**src/vdm_pkg.sv**
```systemverilog
package vdm_pkg;

  // field and accumulator widths
  localparam int ELEM_W   = 16;
  localparam int ABS_W    = 16;
  localparam int SQD_W    = 32;
  localparam int PROD_W   = 32;
  localparam int SQE_W    = 31;
  localparam int ACC_W    = 48;
  localparam int MAXD_W   = 18;
  localparam int ROOT_W   = 24;
  localparam int DVD_W    = 56;
  localparam int SIM_W    = 40;
  localparam int METRIC_W = 2;
  localparam int IN_TDATA_W  = 32;
  localparam int OUT_TDATA_W = 40;

  // metric codes
  localparam logic [METRIC_W-1:0] MET_EUC = 2'd0;
  localparam logic [METRIC_W-1:0] MET_MAN = 2'd1;
  localparam logic [METRIC_W-1:0] MET_CHE = 2'd2;
  localparam logic [METRIC_W-1:0] MET_COS = 2'd3;

  // square root operand sources
  localparam logic [1:0] SQ_SRC_MAIN = 2'd0;
  localparam logic [1:0] SQ_SRC_NA   = 2'd1;
  localparam logic [1:0] SQ_SRC_NB   = 2'd2;

  // controller to datapath
  typedef struct packed {
    logic       take;
    logic       sq_start;
    logic [1:0] sq_src;
    logic       latch_a;
    logic       mul_den;
    logic       div_start;
    logic       load_out;
  } vdm_cmd_t;

  // datapath to controller
  typedef struct packed {
    logic last_pend;
    logic sq_done;
    logic div_done;
    logic den_zero;
    logic out_free;
  } vdm_sts_t;

endpackage

```
**src/vdm_ctrl.sv**
```systemverilog
module vdm_ctrl (
  input  logic                         clk,
  input  logic                         rst_n,
  input  logic                         in_tvalid,
  output logic                         in_tready,
  input  logic [vdm_pkg::METRIC_W-1:0] metric,
  input  vdm_pkg::vdm_sts_t            sts,
  output vdm_pkg::vdm_cmd_t            cmd
);

  localparam logic [2:0] ST_ACC    = 3'd0;
  localparam logic [2:0] ST_LAUNCH = 3'd1;
  localparam logic [2:0] ST_SQ_E   = 3'd2;
  localparam logic [2:0] ST_SQ_A   = 3'd3;
  localparam logic [2:0] ST_SQ_B   = 3'd4;
  localparam logic [2:0] ST_ZCHK   = 3'd5;
  localparam logic [2:0] ST_DIV    = 3'd6;
  localparam logic [2:0] ST_RES    = 3'd7;

  logic [2:0] state_r, state_nxt;
  logic       ready;

  assign ready     = (state_r == ST_ACC) && !sts.last_pend;
  assign in_tready = ready;

  // request acceptance, sequencing of the final roots, product and divide, and the result load
  always_comb begin
    state_nxt     = state_r;
    cmd           = '0;
    cmd.take      = in_tvalid && ready;
    cmd.sq_src    = vdm_pkg::SQ_SRC_MAIN;
    case (state_r)
      ST_ACC: begin
        if (sts.last_pend) begin
          state_nxt = ST_LAUNCH;
        end
      end
      ST_LAUNCH: begin
        case (metric)
          vdm_pkg::MET_EUC: begin
            cmd.sq_start = 1'b1;
            cmd.sq_src   = vdm_pkg::SQ_SRC_MAIN;
            state_nxt    = ST_SQ_E;
          end
          vdm_pkg::MET_COS: begin
            cmd.sq_start = 1'b1;
            cmd.sq_src   = vdm_pkg::SQ_SRC_NA;
            state_nxt    = ST_SQ_A;
          end
          default: state_nxt = ST_RES;
        endcase
      end
      ST_SQ_E: begin
        if (sts.sq_done) begin
          state_nxt = ST_RES;
        end
      end
      ST_SQ_A: begin
        if (sts.sq_done) begin
          cmd.latch_a  = 1'b1;
          cmd.sq_start = 1'b1;
          cmd.sq_src   = vdm_pkg::SQ_SRC_NB;
          state_nxt    = ST_SQ_B;
        end
      end
      ST_SQ_B: begin
        if (sts.sq_done) begin
          cmd.mul_den = 1'b1;
          state_nxt   = ST_ZCHK;
        end
      end
      ST_ZCHK: begin
        if (sts.den_zero) begin
          state_nxt = ST_RES;
        end else begin
          cmd.div_start = 1'b1;
          state_nxt     = ST_DIV;
        end
      end
      ST_DIV: begin
        if (sts.div_done) begin
          state_nxt = ST_RES;
        end
      end
      ST_RES: begin
        if (sts.out_free) begin
          cmd.load_out = 1'b1;
          state_nxt    = ST_ACC;
        end
      end
      default: state_nxt = ST_ACC;
    endcase
  end

  always_ff @(posedge clk) begin
    if (!rst_n) begin
      state_r <= ST_ACC;
    end else begin
      state_r <= state_nxt;
    end
  end

endmodule

```
**config.mk**
```make
export PLATFORM = sky130hd
export DESIGN_NAME = vdm_ctrl
export DESIGN_NICKNAME = d
export VERILOG_FILES = /design/src/vdm_pkg.sv /design/src/vdm_ctrl.sv
export SDC_FILE = /design/constraint.sdc
export NUM_CORES = 1
export LEC_CHECK = 0
export BUFFER_PORTS_ARGS = -buffer_cell sky130_fd_sc_hd__buf_2
export CAP_MARGIN = 20
export CORE_AREA = 2 2 39 41
export DETAILED_ROUTE_END_ITERATION = 10
export DIE_AREA = 0 0 41 43
export GPL_ROUTABILITY_DRIVEN = 0
export MAX_ROUTING_LAYER = met4
export PLACE_DENSITY = 0.64
export SLEW_MARGIN = 30
export SYNTH_ARGS = -nofsm -noshare
export SYNTH_HDL_FRONTEND = slang
export SYNTH_SLANG_ARGS = --single-unit
```
**constraint.sdc**
```tcl
create_clock -name clk -period 4.49 [get_ports clk]
set_input_delay 0.2245 -clock clk [delete_from_list [all_inputs] [get_ports clk]]
set_output_delay 0.2245 -clock clk [all_outputs]
set_load 0.05 [all_outputs]
```
Yosys cells after proc, flatten, opt, wreduce, memory -nomap -nowiden
Index checks and enable logic that the tools add are counted.

Output and inout port bits: 9. Input port bits: 10. Register bits: 3. Logic and storage cells: 40.

Mux-type cells: 19. Eq/ne operators: 14. Reductions and logical operators: 6.

Operator list (number): $pmux W3 S8 (1); $mux W3 (6); $pmux W3 S2 (3); $eq A3 B3 Y1 const B (4); $ne A2 B2 Y1 const B (6); $mux W1 (8); $eq A3 B2 Y1 const B (2); $reduce_and A6 Y1 (1); $mux W4 (1); $eq A3 B1 Y1 const B (1); $logic_not A3 Y1 (1); $eq A2 B2 Y1 const B (1); $logic_and A1 B1 Y1 (2); $logic_not A2 Y1 (1); $logic_not A1 Y1 (1).

Depth between registers and ports, before layout
Gate-level depths: netlist of the first run.

Depth after elaboration: 3. Mapped depth: 6.

Worst setup path before layout of the first run
OpenSTA, ideal clock, no wires.

Kind: register -> output. Start: reg state_r[0]. End: out cmd[7] in the netlist's numbering. Stages on the path, launching flop included: 6. Arrival: 1.900 ns. Path slack: 2.365 ns. Required time: 4.266 ns. Buffers on the path: 0. Path through: dfxtp_1 inv_1 ha_1 nand2b_1 nor2_1 and2_1.

RTL lines: from (decl) (RTL line vdm_ctrl.sv:20) `logic [2:0] state_r, state_nxt;`; from (signal assigned) (RTL line vdm_ctrl.sv:99) `state_r <= state_nxt;`; to (decl) (RTL line vdm_ctrl.sv:8) `output vdm_pkg::vdm_cmd_t cmd`.

==> results of run 1 <==
final timing paths:
check                  start    endpoint  slack [ps]
setup reg to reg  state_r[0]  state_r[2]        2880
hold / removal         rst_n  state_r[0]         310
hold reg to reg   state_r[0]  state_r[0]         500
setup / recovery  state_r[1]      cmd[6]        2770
cell usage in the layout (no fill, tap or decap), types with 2 or more instances in the layout:
cell,instances
clkbuf_4,3
mux2i_1,4
and3_1,2
nand2b_1,3
nand2_1,8
nor2_1,7
buf_2,18
o21ai_0,2
ha_1,7
inv_1,7
dfxtp_1,3
a21oi_1,3
o22ai_1,2
power by group:
group          total, mW  switching [mW]  internal, mW
combinational      0.176           0.111        0.0646
sequential        0.0556          0.0191        0.0365
clock             0.0465          0.0132        0.0333
critical path: cells and delay by family (launching register included):
kind / cells / cell delay [ps]
AND/OR/NAND/NOR: 1 / 130
AO/OA/AOI/OAI: 1 / 150
adder cells (fa/ha/maj): 1 / 310
flip-flops: 1 / 390
buffers and inverters: 1 / 280
routing by layer:
layer,vias to the layer above,wire [um]
li1,225,-
met1,183,379
met2,7,423
met3,0,34
met4,0,0
met5,-,0
cell type report:
class / instances / area (um^2)
clock buffer: 4 / 26.3
fill: 153 / 855
inverter: 7 / 26.3
multi-input combinational: 44 / 307
sequential: 3 / 60.1
tap: 16 / 20.0
timing repair buffer: 18 / 90.1
kinds of logic (layout without fill, tap and decap cells):
| group | Yosys count | count (layout) | synth area share |
|---|---|---|---|
| AOI/OAI and AO/OA | 10 | 10 | 0.166 |
| adders and majority gates | 7 | 7 | 0.215 |
| buffers and inverters | 9 | 29 | 0.101 |
| DFF | 3 | 3 | 0.147 |
| muxes | 5 | 5 | 0.126 |
| and+or+nand+nor | 22 | 22 | 0.245 |
==> run_results.csv, run 1 <==
group,metric,value,unit
global_route,grt_busiest_layer,"met2",
yosys,postSynth.asyncResetShare,0,
timing,hold_viol,0,
global_route,grt_pass1_wl,1.24,mm
floorplan,die_area,1760,um^2
placement,dp_hpwl,662,um
timing,maxClockFrequency,582,MHz
placement,placed_cells_incl_taps,88,
setup_path,slowest_stage,"dfxtp_1",
global_route,use_met3,0.0157,
global_route,grt_max_degree,18,
yosys,yosysMostFrequentCell,"nand2_1",
yosys,synth_nets,73,
setup_path,endpoint_kind,"output pin",
yosys,synth_area_leaders,"ha_1 21%, dfxtp_1 15%, mux2i_1 9.8%",
yosys,synth_area_per_cell,7.28,um^2
final_layout,regMostFlops,"state_r",
cts,cts_sinks,3,
drt,firstDrtPassIters,2,
drt,viasPerCell,4.51,
yosys,synthFlopType,"dfxtp_1",
global_route,globalRoute.totalOverflow,0,
setup_path,critPathLaunchType,"register",
setup_path,path_cells,"ha_1 > nand2_1 > o22ai_1 > buf_2",
timing,final.min_clock_period,1720,ps
global_route,gr-usage-met2,0.156,
timing,slew_headroom,0.650,
placement,pre_cts_slack,2870,ps
final_layout,nets,94,
yosys,ys_ff_latch,3,
timing,finalCritPeriodShare,0.382,
yosys,synth_common_cells,"8 x nand2_1, 7 x ha_1, 7 x inv_1, 7 x nor2_1, 4 x mux2i_1",
cts,htreeDepth,1,
final_layout,largest_reg_flops,3,
final_layout,top_regs,"state_r: 3 flops",
timing,finalHoldWorstSlack,306,ps
final_layout,drive_above_1_share,0.316,
yosys,synth_area_leader_cell,"ha_1",
cts,cts_tree,"done",
flow_run,cap_viol_max_count,0,
floorplan,row_count,14,
setup_path,cpPeakStageDelay,390,ps
drt,wl,836,um
power,power.total,278,uW
yosys,synth_top_area_share,0.215,
yosys,syn_inst,56,
timing,drv_slew,0,
drt,drtIter0Drc,3,
drt,via_count,415,
floorplan,start_util,0.295,
cts,cts_buffer_depth,2,
final_layout,postLayoutCoreUtil,0.382,
timing,setup_tns,0,ps
global_route,grt_use_met1,0.125,
floorplan,io_pins,19,
setup_path,crit_required,4270,ps
timing,setup_viol,0,
placement,place_area,503,um^2
global_route,grt_pass1_vias,344,
power,p_leak,0.304,nW
final_layout,final_design_area_no_fill,529,um^2
placement,port_buffers,18,
timing,finClkSkew,0.593,ps
yosys,synth.yosys.warnings,0,
setup_path,path_class,"register to output pin",
cts,clk_latency,230,ps
setup_path,worstPathArrival,1490,ps
floorplan,core,1380,um^2
global_route,antenna_found_initial,0,
floorplan,die-width,41,um
timing,rsz0062_at_grt,"no",
cts,root_buffer,"clkbuf_4",
cts,cts_buffers,3,
cts,clk_pin_slew_worst_paths,40,ps
global_route,grtUsageTotal,0.104,
timing,setup_slack,2770,ps
yosys,syn_area,408,um^2
drt,final_antenna_net_count,0,
yosys,ys_seq_area_frac,0.147,
final_layout,instances_no_fill,92,
setup_path,path_max_fanout,7,
drt,wl_per_cell,9.09,um
timing,tightestPinTransition,524,ps
floorplan,dieHeight,43,um
cts,cts_hold_buf,0,
hold_path,hold_depth,3,
final_layout,area_delta_synth_final,29.8,%
cts,cts_resized,0,
yosys,synth_edf_count,0,
final_layout,n_antenna_cell,0,
power,cellPowerDensity,525,nW/um^2
yosys,yosys.cell_types.count,19,
cts,postCtsSetupRepairBufs,0,
power,ir_drop,0.000196,V
hold_path,hold_path.class,"input pin to register",
status,status,"completed",
setup_path,worst-r2r-cell-count,6,
drt,drc_errors,0,
(Power assumes the default switching activity.)
==> inputs of run 2 (changes only) <==
--- a/config.mk
+++ b/config.mk
@@ -5,6 +5,7 @@
 export SDC_FILE = /design/constraint.sdc
 export NUM_CORES = 1
 export LEC_CHECK = 0
+export ABC_AREA = 1
 export BUFFER_PORTS_ARGS = -buffer_cell sky130_fd_sc_hd__buf_2
 export CAP_MARGIN = 20
 export CORE_AREA = 2 2 39 41
@@ -12,7 +13,7 @@
 export DIE_AREA = 0 0 41 43
 export GPL_ROUTABILITY_DRIVEN = 0
 export MAX_ROUTING_LAYER = met4
-export PLACE_DENSITY = 0.64
+export PLACE_DENSITY = 0.68
 export SLEW_MARGIN = 30
 export SYNTH_ARGS = -nofsm -noshare
 export SYNTH_HDL_FRONTEND = slang
==> constraint.sdc (replaced) <==
create_clock -name clk -period 1.6 [get_ports clk]
set_input_delay 0.08 -clock clk [delete_from_list [all_inputs] [get_ports clk]]
set_output_delay 0.08 -clock clk [all_outputs]
set_load 0.05 [all_outputs]
==> run_results.csv, run 2 <==
group,metric,value,unit
setup_path,rrSetupSlack,210,ps
yosys,synth_area_leaders,"ha_1 19%, dfxtp_1 13%, nor2_1 12%",
cts,clk_pin_slew_worst_paths,40,ps
power,seqPwrFrac,0.160,
yosys,postSynth.asyncResetShare,0,
final_layout,instances_no_fill,109,
power,intPower,519,uW
hold_path,worstHoldEndpoint,"state_r[1]",
placement,port_buffers,18,
timing,maxClockFrequency,671,MHz
flow_run,cap_viol_max_count,0,
power,power_frac_comb,0.734,
yosys,syn_area,458,um^2
cts,cts_buffer_depth,2,
placement,placed_cells_incl_taps,105,
floorplan,die-width,41,um
drt,drtIter0Drc,6,
final_layout,nets,111,
cts,cts_tree,"done",
timing,drv_slew,0,
timing,tightestPinTransition,391,ps
final_layout,top_regs,"state_r: 3 flops",
timing,finalCritPeriodShare,0.932,
final_layout,layout_common_cells,"14 x nand2_1, 14 x buf_2, 13 x nor2_1, 11 x inv_1",
cts,postCtsSetupRepairBufs,0,
yosys,ys_ff_latch,3,
yosys,yosys.cell_types.count,17,
drt,viasPerCell,4.48,
status,status,"completed",
final_layout,regMostFlops,"state_r",
timing,finClkSkew,0.349,ps
setup_path,slowest_stage,"dfxtp_1",
drt,wl,1.00,mm
cts,htreeDepth,1,
setup_path,reg2reg_to,"state_r[2]",
yosys,synth_nets,89,
placement,dp_hpwl,844,um
power,p_switching,706,uW
timing,hold_viol,0,
setup_path,endpoint_kind,"output pin",
yosys,syn_inst,72,
setup_path,path_cells,"inv_2 > ha_2 > nand2_4 > nor3b_2 > buf_2",
final_layout,largest_reg_flops,3,
final_layout,area_delta_synth_final,41.0,%
cts,root_buffer,"clkbuf_4",
yosys,synth_area_per_cell,6.36,um^2
cts,cts_sinks,3,
yosys,synth_edf_count,0,
drt,wl_per_cell,9.20,um
power,p_leak,0.357,nW
power,clockPowerShare,0.106,
global_route,grtUsageTotal,0.149,
setup_path,cpPeakStageDelay,350,ps
yosys,synth_top_area_share,0.191,
timing,slew_headroom,0.739,
setup_path,worstPathArrival,1410,ps
floorplan,die_area,1760,um^2
drt,drc_errors,0,
global_route,globalRoute.totalOverflow,0,
timing,setup_viol,0,
floorplan,io_pins,19,
setup_path,critPathLaunchType,"register",
yosys,synth_common_cells,"15 x nor2_1, 14 x nand2_1, 13 x inv_1, 7 x ha_1, 4 x nand3_1",
setup_path,r2r_start,"state_r[0]",
global_route,grt_pass1_vias,462,
cts,cts_hold_buf,0,
global_route,grt_max_degree,9,
setup_path,worst-r2r-cell-count,8,
final_layout,n_antenna_cell,0,
setup_path,path_class,"register to output pin",
yosys,yosysMostFrequentCell,"nor2_1",
cts,cts_buffers,3,
floorplan,core,1380,um^2
yosys,synthFlopType,"dfxtp_1",
hold_path,hold_depth,3,
cts,clk_latency,230,ps
setup_path,path_max_fanout,4,
power,cellPowerDensity,1900,nW/um^2
drt,final_antenna_net_count,0,
floorplan,start_util,0.331,
final_layout,drive_above_1_share,0.441,
drt,via_count,488,
power,ir_drop,0.000973,V
floorplan,row_count,14,
setup_path,crit_required,1520,ps
timing,setup_tns,0,ps
timing,rsz0062_at_grt,"no",
floorplan,dieHeight,43,um
yosys,ys_seq_area_frac,0.131,
timing,final.min_clock_period,1490,ps
power,netSwitchingFraction,0.576,
hold_path,hold_path.class,"input pin to register",
hold_path,hold_path_startpoint,"rst_n",
drt,firstDrtPassIters,4,
yosys,synth.yosys.warnings,0,
yosys,synth_area_leader_cell,"ha_1",
global_route,grt_pass1_wl,1.77,mm
global_route,antenna_found_initial,0,
-- run 2: cell types whose count changed after synthesis, sizes merged, moves of 3 or more --
cell	before	now
nor2	7	17
nor3	0	3
inv	7	14
nand2	8	18
nand3	0	5
nand2b	3	0
mux2i	4	0
-- run 2: cell type report --
type | instances | area [um^2]
Multi-Input combinational cell | 54 | 373
Fill cell | 143 | 738
Clock buffer | 4 | 26.3
Tap cell | 16 | 20.0
Inverter | 14 | 57.6
Timing Repair Buffer | 18 | 108
Sequential cell | 3 | 61.3
-- run 2: through the flow --
step	setup WS, ps	cell area (um^2)	util	power, mW	hold WS [ps]
2_1_floorplan	13.5	479	-	0.900	200
3_3_place_gp	224	578	0.418	1.01	334
3_5_place_dp	159	578	0.418	1.03	336
4_1_cts	19.3	614	0.444	1.18	90.0
5_1_grt	7.79	646	0.467	1.35	98.2
6_report	109	646	0.467	1.23	94.7
-- run 2: worst max-delay path, delay by kind of cell, from the launching register on --
kind | cells | cell delay [ps]
adders and majority gates | 1 | 230
buffers and inverters | 2 | 390
DFF | 1 | 350
and+or+nand+nor | 2 | 210
-- run 2: cell families after synthesis --
group / Yosys count / synth area share
AND/OR/NAND/NOR: 45 / 0.503
AO/OA/AOI/OAI: 2 / 0.0246
adder cells (fa/ha/maj): 7 / 0.191
flip-flops: 3 / 0.131
buffers and inverters: 15 / 0.150
-- run 2: timing repair --
| item | CTS | global route |
|---|---|---|
| resized for setup | 4 | 12 |
| cloned | 0 | 0 |
| endpoints found under the setup margin | 2 | 6 |
-- run 2: how the worst max path moves through the flow --
stage | slack [ps] | to | cells past startpoint | startpoint
2_1_floorplan | 10 | cmd[4] | 6 | state_r[1]
3_3_place_gp | 220 | cmd[6] | 7 | state_r[1]
3_5_place_dp | 160 | cmd[6] | 7 | state_r[1]
4_1_cts | 20 | cmd[6] | 7 | state_r[1]
5_1_grt | 8 | cmd[0] | 4 | state_r[0]
6_report | 110 | cmd[7] | 5 | state_r[0]
-- run 2: metal layers --
layer	vias to the layer above	global-route usage	part of all wire
met5	-	-	0
met4	0	0.0800	0
met3	0	0.0314	0.054
met2	17	0.241	0.54
met1	211	0.160	0.41
li1	260	-	-
-- run 2: power by group through the flow --
stage	logic, mW	clock network (mW)	registers (mW)
floorplan	0.759	0	0.141
global placement	0.833	0	0.180
detailed placement	0.844	0	0.182
CTS	0.864	0.137	0.183
global route	1.00	0.145	0.206
finish	0.899	0.130	0.196
==> inputs of run 3 (changes only) <==
==> constraint.sdc (replaced) <==
create_clock -name clk -period 1.7 [get_ports clk]
set_input_delay 0.085 -clock clk [delete_from_list [all_inputs] [get_ports clk]]
set_output_delay 0.085 -clock clk [all_outputs]
set_load 0.05 [all_outputs]
==> run_results.csv, run 3 (same netlist as run 2, synthesis figures left out) <==
group,metric,value,unit
status,status,"completed",
final_layout,postLayoutCoreUtil,0.440,
timing,setup_viol,0,
final_layout,regMostFlops,"state_r",
global_route,antenna_found_initial,0,
drt,drtIter0Drc,7,
floorplan,die-width,41,um
final_layout,multi_input_area,349,um^2
placement,dp_hpwl,803,um
power,clockPowerShare,0.117,
final_layout,instances_no_fill,109,
cts,cts_sinks,3,
timing,hold_viol,0,
cts,htreeDepth,1,
final_layout,top_regs,"state_r: 3 flops",
floorplan,core,1380,um^2
final_layout,layout_common_cells,"16 x buf_2, 14 x nor2_1, 14 x nand2_1, 12 x inv_1, 6 x ha_1",
timing,rsz0062_at_grt,"no",
power,power_frac_comb,0.722,
drt,viasPerCell,4.38,
floorplan,die_area,1760,um^2
timing,maxClockFrequency,650,MHz
timing,setup_slack,161,ps
power,netSwitchingFraction,0.580,
drt,wl_per_cell,8.99,um
setup_path,critPathLaunchType,"register",
setup_path,crit_family,"buffers and inverters",
setup_path,endpoint_kind,"output pin",
global_route,grt_max_degree,9,
timing,finClkSkew,2.79,ps
timing,drv_slew,0,
final_layout,drive_above_1_share,0.387,
global_route,globalRoute.totalOverflow,0,
timing,slew_headroom,0.737,
setup_path,path_max_fanout,4,
setup_path,worstPathArrival,1450,ps
timing,setup_tns,0,ps
placement,placed_cells_incl_taps,105,
power,cellPowerDensity,1800,nW/um^2
drt,drc_errors,0,
final_layout,final_common_cell,"buf_2",
flow_run,cap_viol_max_count,0,
floorplan,start_util,0.331,
floorplan,dieHeight,43,um
timing,finalCritPeriodShare,0.905,
setup_path,slowest_stage,"dfxtp_1",
drt,wl,980,um
cts,clk_pin_slew_worst_paths,40,ps
power,ir_drop,0.000779,V
setup_path,rrSetupSlack,300,ps
setup_path,critPathBufInv,2,
power,p_leak,0.357,nW
placement,pre_cts_slack,276,ps
drt,firstDrtPassIters,4,
final_layout,regArea,61.3,um^2
final_layout,nFillCells,150,
placement,port_buffers,18,
cts,cts_buffer_depth,2,
global_route,grtUsageTotal,0.153,
global_route,grt_pass1_vias,451,
drt,final_antenna_net_count,0,
drt,via_count,477,
hold_path,hold_path.class,"input pin to register",
cts,clk_latency,240,ps
setup_path,path_class,"register to output pin",
final_layout,n_antenna_cell,0,
power,seqPwrFrac,0.162,
final_layout,nets,111,
final_layout,area_delta_synth_final,33.1,%
global_route,grt_pass1_wl,1.77,mm
floorplan,io_pins,19,
setup_path,cpPeakStageDelay,330,ps
setup_path,path_cells,"inv_1 > ha_1 > nand2_1 > nor2_1 > buf_2",
cts,root_buffer,"clkbuf_4",
power,p_switching,636,uW
timing,final.min_clock_period,1540,ps
timing,tightestPinTransition,395,ps
floorplan,row_count,14,
final_layout,largest_reg_flops,3,
power,intPower,460,uW
cts,cts_buffers,3,
cts,cts_tree,"done",
setup_path,crit_required,1620,ps
[run 3: layer usage]
metal,track usage,vias to the layer above,share of wire
met5,-,-,0
met4,0.120,0,0.028
met3,0.0314,4,0.041
met2,0.228,14,0.48
met1,0.166,199,0.45
li1,-,260,-
[run 3: cell type report]
class / count / share of cell area
multi-input combinational: 54 / 0.573
inverter: 14 / 0.0945
sequential: 3 / 0.101
timing repair buffer: 18 / 0.156
clock buffer: 4 / 0.0431
tap: 16 / 0.0329
[run 3: path summary, 6_finish.rpt]
| path | startpoint | to | depth (start not counted) |
|---|---|---|---|
| min | rst_n | state_r[1] | 3 |
| max | state_r[0] | cmd[2] | 5 |
| min reg2reg | state_r[1] | state_r[1] | 4 |
| max reg2reg | state_r[0] | state_r[2] | 8 |
[run 3: worst reg2reg max path: stages (launching register included)]
cell and delay [ps]:
dfxtp_1 370, inv_1 110, ha_1 270, nand2_1 140, nand2_1 60, nor3_1 130, nor2_1 70, nor2_1 90
nor2_1 50
[run 3: timing repair]
action,CTS,global route
hold buffers,0,0
buffers inserted,0,0
resized for setup,0,8
endpoints found under the setup margin,0,2
[run 3: power by group through the flow]
stage | registers (mW) | clock network (mW) | logic [mW]
floorplan | 0.133 | 0 | 0.706
global placement | 0.170 | 0 | 0.777
detailed placement | 0.170 | 0 | 0.781
CTS | 0.169 | 0.134 | 0.783
global route | 0.185 | 0.144 | 0.896
finish | 0.177 | 0.128 | 0.791
[run 3: metrics by stage]
| stage | power (mW) | instance area, um^2 | hold WS (ps) |
|---|---|---|---|
| 4_1_cts | 1.09 | 598 | 85.8 |
| 3_5_place_dp | 0.951 | 572 | 340 |
| 6_report | 1.10 | 609 | 86.5 |
| 2_1_floorplan | 0.839 | 473 | 205 |
| 5_1_grt | 1.22 | 609 | 100 |
| 3_3_place_gp | 0.947 | 572 | 339 |
